<file path="src/rtl/tesa_pkg.sv">
// Package for the touch event sample assembler.
// Event codes, decoded op encoding, queue sizing and shared structs.
// No dependencies; imported by every module of the block.
package tesa_pkg;

  // Event types
  localparam logic [15:0] EVT_SYN = 16'h0000;
  localparam logic [15:0] EVT_KEY = 16'h0001;
  localparam logic [15:0] EVT_ABS = 16'h0003;

  // Key codes
  localparam logic [15:0] KEY_TOUCH = 16'h014a;
  localparam logic [15:0] KEY_LEFT  = 16'h0110;

  // Sync codes
  localparam logic [15:0] SYNC_REPORT    = 16'h0000;
  localparam logic [15:0] SYNC_MT_REPORT = 16'h0002;

  // Absolute axis codes
  localparam logic [15:0] AX_X           = 16'h0000;
  localparam logic [15:0] AX_Y           = 16'h0001;
  localparam logic [15:0] AX_PRESSURE    = 16'h0018;
  localparam logic [15:0] AX_TOUCH_MAJOR = 16'h0030;
  localparam logic [15:0] AX_MT_X        = 16'h0035;
  localparam logic [15:0] AX_MT_Y        = 16'h0036;
  localparam logic [15:0] AX_TRACK_ID    = 16'h0039;
  localparam logic [15:0] AX_MT_PRESSURE = 16'h003a;
  localparam logic [15:0] AX_DISTANCE    = 16'h003b;

  localparam logic signed [31:0] FULL_PRESSURE = 32'sd255;
  localparam logic signed [31:0] NO_TRACK      = -32'sd1;
  localparam logic [7:0]         CNT_MAX       = 8'd255;

  // Configuration port
  localparam int unsigned CFG_IDX_W = 8;
  localparam logic [CFG_IDX_W-1:0] CFG_REPORT_MODE    = 8'd0;
  localparam logic [CFG_IDX_W-1:0] CFG_DISTANCE_QUIRK = 8'd1;
  localparam logic [CFG_IDX_W-1:0] CFG_TYPE_A_DEVICE  = 8'd2;
  localparam logic [CFG_IDX_W-1:0] CFG_FAKE_PRESSURE  = 8'd3;

  // Op queue and result buffer sizing
  localparam int unsigned OPQ_DEPTH = 2;
  localparam int unsigned OPQ_PTR_W = (OPQ_DEPTH > 1) ? $clog2(OPQ_DEPTH) : 1;
  localparam int unsigned OPQ_CNT_W = $clog2(OPQ_DEPTH + 1);
  localparam int unsigned OB_DEPTH  = 2;
  localparam int unsigned OB_PTR_W  = (OB_DEPTH > 1) ? $clog2(OB_DEPTH) : 1;
  localparam int unsigned OB_CNT_W  = $clog2(OB_DEPTH + 1);

  // Decoded operations carried from front to back
  typedef enum logic [3:0] {
    OP_PEN_UP,     // mark pen lifted
    OP_REPORT,     // sync report: emit held or zero sample
    OP_MT_REPORT,  // type A contact marker
    OP_SET_X,
    OP_SET_Y,
    OP_SET_P,
    OP_SET_X_BUMP, // set x and count a contact
    OP_SET_Y_BUMP, // set y and count a contact
    OP_CLR_P,      // pressure to zero
    OP_FULL_P,     // pressure to full scale
    OP_EMIT_X,     // direct mode: set x and emit
    OP_EMIT_Y,
    OP_EMIT_P,
    OP_EMIT_HELD,
    OP_EMIT_ZERO
  } op_e;

  typedef struct packed {
    logic report_mode;
    logic distance_quirk;
    logic type_a_device;
    logic fake_pressure;
  } cfg_t;

  typedef struct packed {
    op_e                op;
    logic signed [31:0] value;
    logic [31:0]        seconds;
    logic [19:0]        micros;
  } op_t;

  typedef struct packed {
    logic signed [31:0] pos_x;
    logic signed [31:0] pos_y;
    logic signed [31:0] pressure;
    logic [31:0]        seconds;
    logic [19:0]        micros;
  } res_t;

endpackage

</file>
<file path="src/rtl/touch_event_sample_assembler_core.sv">
// Top level of the touch event sample assembler.
// Depends on tesa_pkg, tesa_front, tesa_opq and tesa_exec.
//
// Channel   Direction  Handshake                 Payload
// events    in         push / full               ev_type, ev_code, ev_value, ts_*
// samples   out        empty / pop               pos_x, pos_y, touch_pressure, out_*
// config    in         cfg_we_i (no wait)        cfg_idx_i, cfg_wdata_i
//
// One event per cycle sustained while the result side keeps popping; a sample passes
// through the op queue and the result buffer on its way to the result ports.
// Rate is set by the op execute in tesa_exec, fed by a two-entry
// op queue and draining into a two-entry result buffer.
// Asynchronous active-low reset clears config, held state and both queues.
// A stalled result side fills the result buffer, then the op queue, then raises full.
module touch_event_sample_assembler_core (
  input  logic                          clk_i,
  input  logic                          rst_ni,
  input  logic                          push,
  output logic                          full,
  input  logic [15:0]                   ev_type_i,
  input  logic [15:0]                   ev_code_i,
  input  logic signed [31:0]            ev_value_i,
  input  logic [31:0]                   ts_seconds_i,
  input  logic [19:0]                   ts_micros_i,
  output logic                          empty,
  input  logic                          pop,
  output logic signed [31:0]            pos_x_o,
  output logic signed [31:0]            pos_y_o,
  output logic signed [31:0]            touch_pressure_o,
  output logic [31:0]                   out_seconds_o,
  output logic [19:0]                   out_micros_o,
  input  logic                          cfg_we_i,
  input  logic [tesa_pkg::CFG_IDX_W-1:0] cfg_idx_i,
  input  logic                          cfg_wdata_i
);
  import tesa_pkg::*;

  cfg_t cfg;
  logic opq_full, enq, opq_valid, deq;
  op_t  enq_op, head_op;
  res_t res;

  // Front: accept and classify
  tesa_front u_front (
    .push         (push),
    .full         (full),
    .ev_type_i    (ev_type_i),
    .ev_code_i    (ev_code_i),
    .ev_value_i   (ev_value_i),
    .ts_seconds_i (ts_seconds_i),
    .ts_micros_i  (ts_micros_i),
    .cfg_i        (cfg),
    .opq_full_i   (opq_full),
    .enq_o        (enq),
    .enq_op_o     (enq_op)
  );

  // Op queue
  tesa_opq u_opq (
    .clk_i    (clk_i),
    .rst_ni   (rst_ni),
    .enq_i    (enq),
    .enq_op_i (enq_op),
    .full_o   (opq_full),
    .valid_o  (opq_valid),
    .head_o   (head_op),
    .deq_i    (deq)
  );

  // Back: execute and buffer results
  tesa_exec u_exec (
    .clk_i       (clk_i),
    .rst_ni      (rst_ni),
    .cfg_we_i    (cfg_we_i),
    .cfg_idx_i   (cfg_idx_i),
    .cfg_wdata_i (cfg_wdata_i),
    .cfg_o       (cfg),
    .op_valid_i  (opq_valid),
    .op_i        (head_op),
    .op_take_o   (deq),
    .empty       (empty),
    .pop         (pop),
    .res_o       (res)
  );

  assign pos_x_o          = res.pos_x;
  assign pos_y_o          = res.pos_y;
  assign touch_pressure_o = res.pressure;
  assign out_seconds_o    = res.seconds;
  assign out_micros_o     = res.micros;

endmodule

</file>
<file path="src/rtl/tesa_front.sv">
// Front end: accepts input events and classifies them into ops.
// Depends on tesa_pkg; feeds tesa_opq.
module tesa_front (
  input  logic                push,
  output logic                full,
  input  logic [15:0]         ev_type_i,
  input  logic [15:0]         ev_code_i,
  input  logic signed [31:0]  ev_value_i,
  input  logic [31:0]         ts_seconds_i,
  input  logic [19:0]         ts_micros_i,
  input  tesa_pkg::cfg_t      cfg_i,
  input  logic                opq_full_i,
  output logic                enq_o,
  output tesa_pkg::op_t       enq_op_o
);
  import tesa_pkg::*;

  logic keep;
  op_e  op;
  logic key_release;

  assign key_release = (ev_code_i == KEY_TOUCH || ev_code_i == KEY_LEFT) &&
                       (ev_value_i == 32'sd0);

  // Classify; items that cannot have an effect are dropped here
  always_comb begin
    keep = 1'b0;
    op   = OP_EMIT_HELD;
    if (cfg_i.report_mode) begin
      case (ev_type_i)
        EVT_KEY: begin
          keep = key_release;
          op   = OP_PEN_UP;
        end
        EVT_SYN: begin
          if (ev_code_i == SYNC_REPORT) begin
            keep = 1'b1;
            op   = OP_REPORT;
          end else if (ev_code_i == SYNC_MT_REPORT) begin
            keep = 1'b1;
            op   = OP_MT_REPORT;
          end
        end
        EVT_ABS: begin
          if (cfg_i.distance_quirk) begin
            case (ev_code_i)
              AX_X:        begin keep = 1'b1; op = OP_SET_X; end
              AX_Y:        begin keep = 1'b1; op = OP_SET_Y; end
              AX_PRESSURE: begin keep = 1'b1; op = OP_SET_P; end
              AX_DISTANCE: begin
                keep = 1'b1;
                op   = (ev_value_i > 32'sd0) ? OP_CLR_P : OP_FULL_P;
              end
              default: keep = 1'b0;
            endcase
          end else begin
            case (ev_code_i)
              AX_X:           begin keep = 1'b1; op = OP_SET_X; end
              AX_Y:           begin keep = 1'b1; op = OP_SET_Y; end
              AX_MT_X:        begin keep = 1'b1; op = OP_SET_X_BUMP; end
              AX_MT_Y:        begin keep = 1'b1; op = OP_SET_Y_BUMP; end
              AX_PRESSURE,
              AX_MT_PRESSURE: begin keep = 1'b1; op = OP_SET_P; end
              AX_TOUCH_MAJOR: begin
                keep = (ev_value_i == 32'sd0);
                op   = OP_CLR_P;
              end
              AX_TRACK_ID: begin
                keep = (ev_value_i == NO_TRACK);
                op   = OP_CLR_P;
              end
              default: keep = 1'b0;
            endcase
          end
        end
        default: keep = 1'b0;
      endcase
    end else begin
      case (ev_type_i)
        EVT_ABS: begin
          case (ev_code_i)
            AX_X: begin
              keep = (ev_value_i != 32'sd0);
              op   = OP_EMIT_X;
            end
            AX_Y: begin
              keep = (ev_value_i != 32'sd0);
              op   = OP_EMIT_Y;
            end
            AX_PRESSURE: begin keep = 1'b1; op = OP_EMIT_P; end
            default:     begin keep = 1'b1; op = OP_EMIT_HELD; end
          endcase
        end
        EVT_KEY: begin
          keep = key_release;
          op   = OP_EMIT_ZERO;
        end
        default: keep = 1'b0;
      endcase
    end
  end

  assign full  = opq_full_i;
  assign enq_o = push && !opq_full_i && keep;

  assign enq_op_o.op      = op;
  assign enq_op_o.value   = ev_value_i;
  assign enq_op_o.seconds = ts_seconds_i;
  assign enq_op_o.micros  = ts_micros_i;

endmodule

</file>
<file path="src/rtl/tesa_opq.sv">
// Short op queue between the front end and the execution back end.
// Depends on tesa_pkg.
module tesa_opq (
  input  logic           clk_i,
  input  logic           rst_ni,
  input  logic           enq_i,
  input  tesa_pkg::op_t  enq_op_i,
  output logic           full_o,
  output logic           valid_o,
  output tesa_pkg::op_t  head_o,
  input  logic           deq_i
);
  import tesa_pkg::*;

  op_t                  mem_q [OPQ_DEPTH];
  logic [OPQ_PTR_W-1:0] wr_ptr_q, wr_ptr_d, rd_ptr_q, rd_ptr_d;
  logic [OPQ_CNT_W-1:0] cnt_q, cnt_d;
  logic                 do_enq, do_deq;

  assign full_o  = (cnt_q == OPQ_CNT_W'(OPQ_DEPTH));
  assign valid_o = (cnt_q != '0);
  assign head_o  = mem_q[rd_ptr_q];
  assign do_enq  = enq_i && !full_o;
  assign do_deq  = deq_i && valid_o;

  // Pointer and fill count update
  always_comb begin
    wr_ptr_d = wr_ptr_q;
    rd_ptr_d = rd_ptr_q;
    cnt_d    = cnt_q;
    if (do_enq) begin
      wr_ptr_d = (wr_ptr_q == OPQ_PTR_W'(OPQ_DEPTH - 1)) ? '0 : wr_ptr_q + 1'b1;
    end
    if (do_deq) begin
      rd_ptr_d = (rd_ptr_q == OPQ_PTR_W'(OPQ_DEPTH - 1)) ? '0 : rd_ptr_q + 1'b1;
    end
    if (do_enq && !do_deq) begin
      cnt_d = cnt_q + 1'b1;
    end else if (!do_enq && do_deq) begin
      cnt_d = cnt_q - 1'b1;
    end
  end

  always_ff @(posedge clk_i or negedge rst_ni) begin
    if (!rst_ni) begin
      wr_ptr_q <= '0;
      rd_ptr_q <= '0;
      cnt_q    <= '0;
    end else begin
      wr_ptr_q <= wr_ptr_d;
      rd_ptr_q <= rd_ptr_d;
      cnt_q    <= cnt_d;
    end
  end

  // Storage, no reset
  always_ff @(posedge clk_i) begin
    if (do_enq) begin
      mem_q[wr_ptr_q] <= enq_op_i;
    end
  end

endmodule

</file>
<file path="src/rtl/tesa_exec.sv">
// Back end: configuration, held touch state, op execution, result buffer.
// Depends on tesa_pkg; takes ops from tesa_opq.
module tesa_exec (
  input  logic                          clk_i,
  input  logic                          rst_ni,
  input  logic                          cfg_we_i,
  input  logic [tesa_pkg::CFG_IDX_W-1:0] cfg_idx_i,
  input  logic                          cfg_wdata_i,
  output tesa_pkg::cfg_t                cfg_o,
  input  logic                          op_valid_i,
  input  tesa_pkg::op_t                 op_i,
  output logic                          op_take_o,
  output logic                          empty,
  input  logic                          pop,
  output tesa_pkg::res_t                res_o
);
  import tesa_pkg::*;

  cfg_t               cfg_q, cfg_d;
  logic signed [31:0] hx_q, hx_d, hy_q, hy_d, hp_q, hp_d;
  logic               pen_q, pen_d;
  logic [7:0]         cnt_q, cnt_d;

  res_t                ob_q [OB_DEPTH];
  logic [OB_PTR_W-1:0] ob_wr_q, ob_wr_d, ob_rd_q, ob_rd_d;
  logic [OB_CNT_W-1:0] ob_cnt_q, ob_cnt_d;

  logic pop_take, op_take, emit;
  res_t res;

  assign pop_take  = pop && !empty;
  assign empty     = (ob_cnt_q == '0);
  assign res_o     = ob_q[ob_rd_q];
  assign op_take   = op_valid_i && ((ob_cnt_q != OB_CNT_W'(OB_DEPTH)) || pop_take);
  assign op_take_o = op_take;
  assign cfg_o     = cfg_q;

  // Op execution and configuration writes
  always_comb begin
    cfg_d       = cfg_q;
    hx_d        = hx_q;
    hy_d        = hy_q;
    hp_d        = hp_q;
    pen_d       = pen_q;
    cnt_d       = cnt_q;
    emit        = 1'b0;
    res.pos_x    = hx_q;
    res.pos_y    = hy_q;
    res.pressure = hp_q;
    res.seconds  = op_i.seconds;
    res.micros   = op_i.micros;

    if (op_take) begin
      case (op_i.op)
        OP_PEN_UP: pen_d = 1'b1;
        OP_REPORT: begin
          emit = 1'b1;
          if (pen_q) begin
            pen_d        = 1'b0;
            res.pos_x    = '0;
            res.pos_y    = '0;
            res.pressure = '0;
          end
        end
        OP_MT_REPORT: begin
          if (cnt_q == 8'd1) begin
            pen_d = 1'b1;
          end else if (cnt_q != 8'd0) begin
            cnt_d = 8'd1;
          end
        end
        OP_SET_X: hx_d = op_i.value;
        OP_SET_Y: hy_d = op_i.value;
        OP_SET_P: hp_d = op_i.value;
        OP_SET_X_BUMP: begin
          hx_d = op_i.value;
          if (cnt_q != CNT_MAX) cnt_d = cnt_q + 8'd1;
        end
        OP_SET_Y_BUMP: begin
          hy_d = op_i.value;
          if (cnt_q != CNT_MAX) cnt_d = cnt_q + 8'd1;
        end
        OP_CLR_P:  hp_d = '0;
        OP_FULL_P: hp_d = FULL_PRESSURE;
        OP_EMIT_X: begin
          emit      = 1'b1;
          hx_d      = op_i.value;
          res.pos_x = op_i.value;
        end
        OP_EMIT_Y: begin
          emit      = 1'b1;
          hy_d      = op_i.value;
          res.pos_y = op_i.value;
        end
        OP_EMIT_P: begin
          emit         = 1'b1;
          hp_d         = op_i.value;
          res.pressure = op_i.value;
        end
        OP_EMIT_HELD: emit = 1'b1;
        OP_EMIT_ZERO: begin
          emit         = 1'b1;
          res.pos_x    = '0;
          res.pos_y    = '0;
          res.pressure = '0;
        end
        default: emit = 1'b0;
      endcase
      // fake pressure: restore full scale after each sample
      if (emit && cfg_q.fake_pressure) begin
        hp_d = FULL_PRESSURE;
      end
    end

    if (cfg_we_i) begin
      case (cfg_idx_i)
        CFG_REPORT_MODE:    cfg_d.report_mode    = cfg_wdata_i;
        CFG_DISTANCE_QUIRK: cfg_d.distance_quirk = cfg_wdata_i;
        CFG_TYPE_A_DEVICE: begin
          cfg_d.type_a_device = cfg_wdata_i;
          cnt_d               = {7'd0, cfg_wdata_i};
        end
        CFG_FAKE_PRESSURE: begin
          cfg_d.fake_pressure = cfg_wdata_i;
          if (cfg_wdata_i) hp_d = FULL_PRESSURE;
        end
        default: cfg_d = cfg_q;
      endcase
    end
  end

  // Result buffer pointers
  always_comb begin
    ob_wr_d  = ob_wr_q;
    ob_rd_d  = ob_rd_q;
    ob_cnt_d = ob_cnt_q;
    if (emit) begin
      ob_wr_d = (ob_wr_q == OB_PTR_W'(OB_DEPTH - 1)) ? '0 : ob_wr_q + 1'b1;
    end
    if (pop_take) begin
      ob_rd_d = (ob_rd_q == OB_PTR_W'(OB_DEPTH - 1)) ? '0 : ob_rd_q + 1'b1;
    end
    if (emit && !pop_take) begin
      ob_cnt_d = ob_cnt_q + 1'b1;
    end else if (!emit && pop_take) begin
      ob_cnt_d = ob_cnt_q - 1'b1;
    end
  end

  always_ff @(posedge clk_i or negedge rst_ni) begin
    if (!rst_ni) begin
      cfg_q    <= '0;
      hx_q     <= '0;
      hy_q     <= '0;
      hp_q     <= '0;
      pen_q    <= 1'b0;
      cnt_q    <= '0;
      ob_wr_q  <= '0;
      ob_rd_q  <= '0;
      ob_cnt_q <= '0;
    end else begin
      cfg_q    <= cfg_d;
      hx_q     <= hx_d;
      hy_q     <= hy_d;
      hp_q     <= hp_d;
      pen_q    <= pen_d;
      cnt_q    <= cnt_d;
      ob_wr_q  <= ob_wr_d;
      ob_rd_q  <= ob_rd_d;
      ob_cnt_q <= ob_cnt_d;
    end
  end

  // Result storage, no reset
  always_ff @(posedge clk_i) begin
    if (emit) begin
      ob_q[ob_wr_q] <= res;
    end
  end

  // Buffer never overfills
  a_ob_bound: assert property (@(posedge clk_i) disable iff (!rst_ni)
    ob_cnt_q <= OB_CNT_W'(OB_DEPTH))
    else $error("result buffer overfilled");

  // A sample with no concurrent pop grows the buffer by one
  a_ob_grow: assert property (@(posedge clk_i) disable iff (!rst_ni)
    (emit && !pop_take) |=> (ob_cnt_q == $past(ob_cnt_q) + 1'b1))
    else $error("emitted sample not stored");

  // Fake pressure restores full scale after a sample
  a_fake_restore: assert property (@(posedge clk_i) disable iff (!rst_ni)
    (emit && cfg_q.fake_pressure) |=> (hp_q == FULL_PRESSURE))
    else $error("pressure not restored after sample");

  // A pen-up report clears the lifted flag
  a_pen_clear: assert property (@(posedge clk_i) disable iff (!rst_ni)
    (op_take && op_i.op == OP_REPORT && pen_q) |=> !pen_q)
    else $error("pen-up flag not cleared by report");

endmodule

</file>
<file path="config.mk">
export PLATFORM = sky130hd
export DESIGN_NAME = touch_event_sample_assembler_core
export DESIGN_NICKNAME = d
export VERILOG_FILES = /design/src/rtl/tesa_pkg.sv /design/src/rtl/touch_event_sample_assembler_core.sv /design/src/rtl/tesa_front.sv /design/src/rtl/tesa_opq.sv /design/src/rtl/tesa_exec.sv
export SDC_FILE = /design/constraint.sdc
export NUM_CORES = 1
export LEC_CHECK = 0
export ABC_AREA = 1
export BUFFER_PORTS_ARGS = -buffer_cell sky130_fd_sc_hd__buf_2
export CAP_MARGIN = 30
export CORE_AREA = 2 2 273 167
export DETAILED_ROUTE_END_ITERATION = 7
export DIE_AREA = 0 0 275 169
export MAX_ROUTING_LAYER = met4
export PLACE_DENSITY = 0.79
export SYNTH_ARGS = -nofsm -noshare
export SYNTH_HDL_FRONTEND = slang
export SYNTH_HIERARCHICAL = 1
export SYNTH_SLANG_ARGS = --single-unit
</file>
<file path="constraint.sdc">
create_clock -name clk_i -period 9.41 [get_ports clk_i]
set_clock_uncertainty 0.2 [all_clocks]
set_input_delay 0.4705 -clock clk_i [delete_from_list [all_inputs] [get_ports clk_i]]
set_output_delay 0.4705 -clock clk_i [all_outputs]
set_load 0.01 [all_outputs]
</file>
==> flow_metrics.py <==
metrics = {
    "place": {
        "place_inst": 3205,
        "dp_slack_ps": 5340,
        "port_buffers": 279,
        "gp_congestion": 0.878,
        "dpl.hpwl_mm": 39.6,
    },
    "timing": {
        "tightestPinTransition_ps": 989,
        "fin_tns_setup_ps": 0,
        "rsz0062_at_grt": "no",
        "max_clock_freq_mhz": 245,
        "finalHoldViolations": 0,
        "drv_slew": 0,
        "setup_violations": 0,
        "layout_setup_ws_ps": 5320,
        "fin_crit_ps": 4090,
        "finalCritPeriodShare_pct": 43.4,
        "slew-limit-headroom_pct": 34.1,
    },
    "critical_path": {
        "cp_cell_sequence": "buf_4 -> nand2_1 -> nand2_1 -> nand2_2 -> nor2_2 -> nor2_1 -> nand2_1 -> nand2_1 -> nor2_4 -> buf_4 -> buf_4",
        "rrSetupSlack_ps": 5320,
        "worstSetupEndpointType": "register",
        "cp.arrival_ps": 4120,
        "crit_path_frequent_cell": "nand2_1",
        "cp.required_ps": 9440,
        "path_class": "reg -> reg",
        "slowest_delay_ps": 750,
        "critPathTopFamily": "buffers and inverters",
        "crit_buf_inv": 3,
        "cp_slowest_cell": "buf_4",
        "cp-start-kind": "register",
        "path_max_fanout": 89,
    },
    "global_route": {
        "grt-ovfl-total": 0,
        "grt_pass1_wl_mm": 97.3,
        "antenna_found_initial": 3,
        "grt_pass1_vias": 17572,
        "grt_max_degree": 149,
        "track_usage_pct": 28.0,
    },
    "synthesis": {
        "syn_inst": 2511,
        "netlist_area_um2": 25600,
        "yosysWarnings": 6,
        "syn_nets": 2646,
        "synth_area_per_cell_um2": 10.2,
    },
    "power": {
        "powerDensity_nw_per_um2": 281,
        "p_leak_nw": 12.6,
        "irDropWorstVdd_uv": 196,
    },
    "clock_network": {
        "clock_latency_ps": 600,
        "cts_tree": "yes",
        "clk_pin_slew_worst_paths_ps": 70,
        "clock-sinks": 588,
        "clk_path_buf_depth": 3,
        "numCtsBuffers": 53,
        "cts_root_buf": "clkbuf_16",
        "postCtsSetupBuffers": 0,
        "htree_levels": 2,
        "post_cts_resized": 0,
    },
    "die": {
        "num_rows": 60,
        "ios": 280,
        "start_util_pct": 58.0,
        "fp.dieH_um": 169,
        "die_w_um": 275,
        "core_um2": 44100,
        "die_area_um2": 46500,
    },
    "layout": {
        "drive_gt1_share_pct": 15.8,
        "final_cells": 3394,
        "layout.nets": 2894,
        "nFillCells": 3275,
        "syn_to_final_growth_pct": 14.5,
    },
    "detailed_routing": {
        "ant_nets": 0,
        "via_per_inst": 5.44,
        "remaining_drc_errors": 0,
        "wl_per_cell_um": 18.6,
        "drtIter0Drc": 2172,
        "finalWirelength_mm": 63.3,
        "first_pass_iters": 6,
        "vias": 18479,
    },
    "min_path": {
        "hp-class": "in -> reg",
    },
    "flow_run": {
        "maxCapViolCount": 0,
    },
    "run_status": {
        "status": "completed",
    },
}
[repair_timing]
| item | in CTS | in global routing |
|---|---|---|
| hold buffers | 87 | 0 |
| endpoints found under the hold margin | 216 | 0 |
| endpoints found under the setup margin | 0 | 0 |
[area by class of cell]
cell class / instances / area, um^2 / share of cell area, %
clock buffers: 68 / 1420 / 4.85
diodes: 3 / 7.51 / 0.0256
clock inverters: 30 / 236 / 0.806
inverters: 125 / 478 / 1.63
well taps: 589 / 737 / 2.51
repair buffers: 389 / 2510 / 8.55
flip-flops and latches: 588 / 17100 / 58.2
multi-input cells: 1602 / 6860 / 23.4
[state kept, by name (all words and copies together) (netlist names), 2 cells and up]
register,cells
u_exec/cfg_o,3
u_exec/hx_q,32
u_exec/hp_q,32
u_exec/hy_q,32
u_exec/ob_cnt_q,2
u_opq/mem_q,176
u_exec/cnt_q,8
u_exec/ob_q,296
u_opq/cnt_q,2
[per-layer routing]
layer | global-route usage, % | up-vias | wire length (um) | share of wire [%]
li1 | - | 8705 | - | -
met1 | 39.7 | 8893 | 27300 | 43
met2 | 42.2 | 777 | 29200 | 46
met3 | 4.72 | 104 | 5280 | 8.3
met4 | 8.18 | 0 | 1580 | 2.5
met5 | - | - | 0 | 0
[worst reg2reg max path: stages, from the launching register on]
cell	delay, ps
dfrtp_2	390
buf_4	750
nand2_1	140
nand2_1	310
nand2_2	140
nor2_2	230
nor2_1	70
nand2_1	120
nand2_1	170
nor2_4	140
buf_4	480
buf_4	580
[metrics by stage]
stage	area (um^2)	hold WS [ps]	util, %	power, W
floorplan	25600	-25.1	-	0.00522
global placement	26700	248	60.5	0.00603
detailed placement	26800	252	60.6	0.00612
CTS	29300	20.7	66.4	0.00823
global route	29300	54.5	66.4	0.00868
finish	29300	52.6	66.4	0.00824
[power breakdown]
part | switching, W | internal, W
logic | 0.00188 | 0.000753
registers | 0.000174 | 0.00334
clock network | 0.000939 | 0.00115
[cell usage in the layout, fill, tap and decap left out, types with 3 or more instances in the layout]
master            n
inv_4             3
dlygate4sd3_1    87
clkbuf_8          4
clkbuf_16        53
inv_1           114
nor3_1            5
xnor2_1           4
o21ai_0         163
nand2_4           4
nand2_2          10
buf_4            20
nor2_2           18
clkinv_1          8
nor2_1          128
o22ai_1          25
o21ai_1          28
clkbuf_1         11
inv_2             7
dfrtp_1         114
nor2_4            6
buf_2           278
a31oi_1           3
nand2_1        1049
a21oi_1          54
bufinv_16         3
nand3_1          61
diode_2           3
clkinvlp_4        3
ha_1              5
nand3b_1          3
clkinv_2         14
edfxtp_1        472
nand4_1          19
[worst paths after layout]
path                                      start            endpoint  cells after the start
worst max-delay path             u_opq/rd_ptr_q  u_exec/ob_q[1][80]                     11
worst min-delay path                        pop      u_exec/ob_rd_q                      3
worst max register to register   u_opq/rd_ptr_q  u_exec/ob_q[1][80]                     11
worst min register to register  u_exec/hx_q[27]     u_exec/hx_q[27]                      2
max in group asynchronous                rst_ni      u_exec/hy_q[3]                      3
min in group asynchronous                rst_ni     u_exec/hx_q[17]                      2
Power figures use the tool's default switching activity.
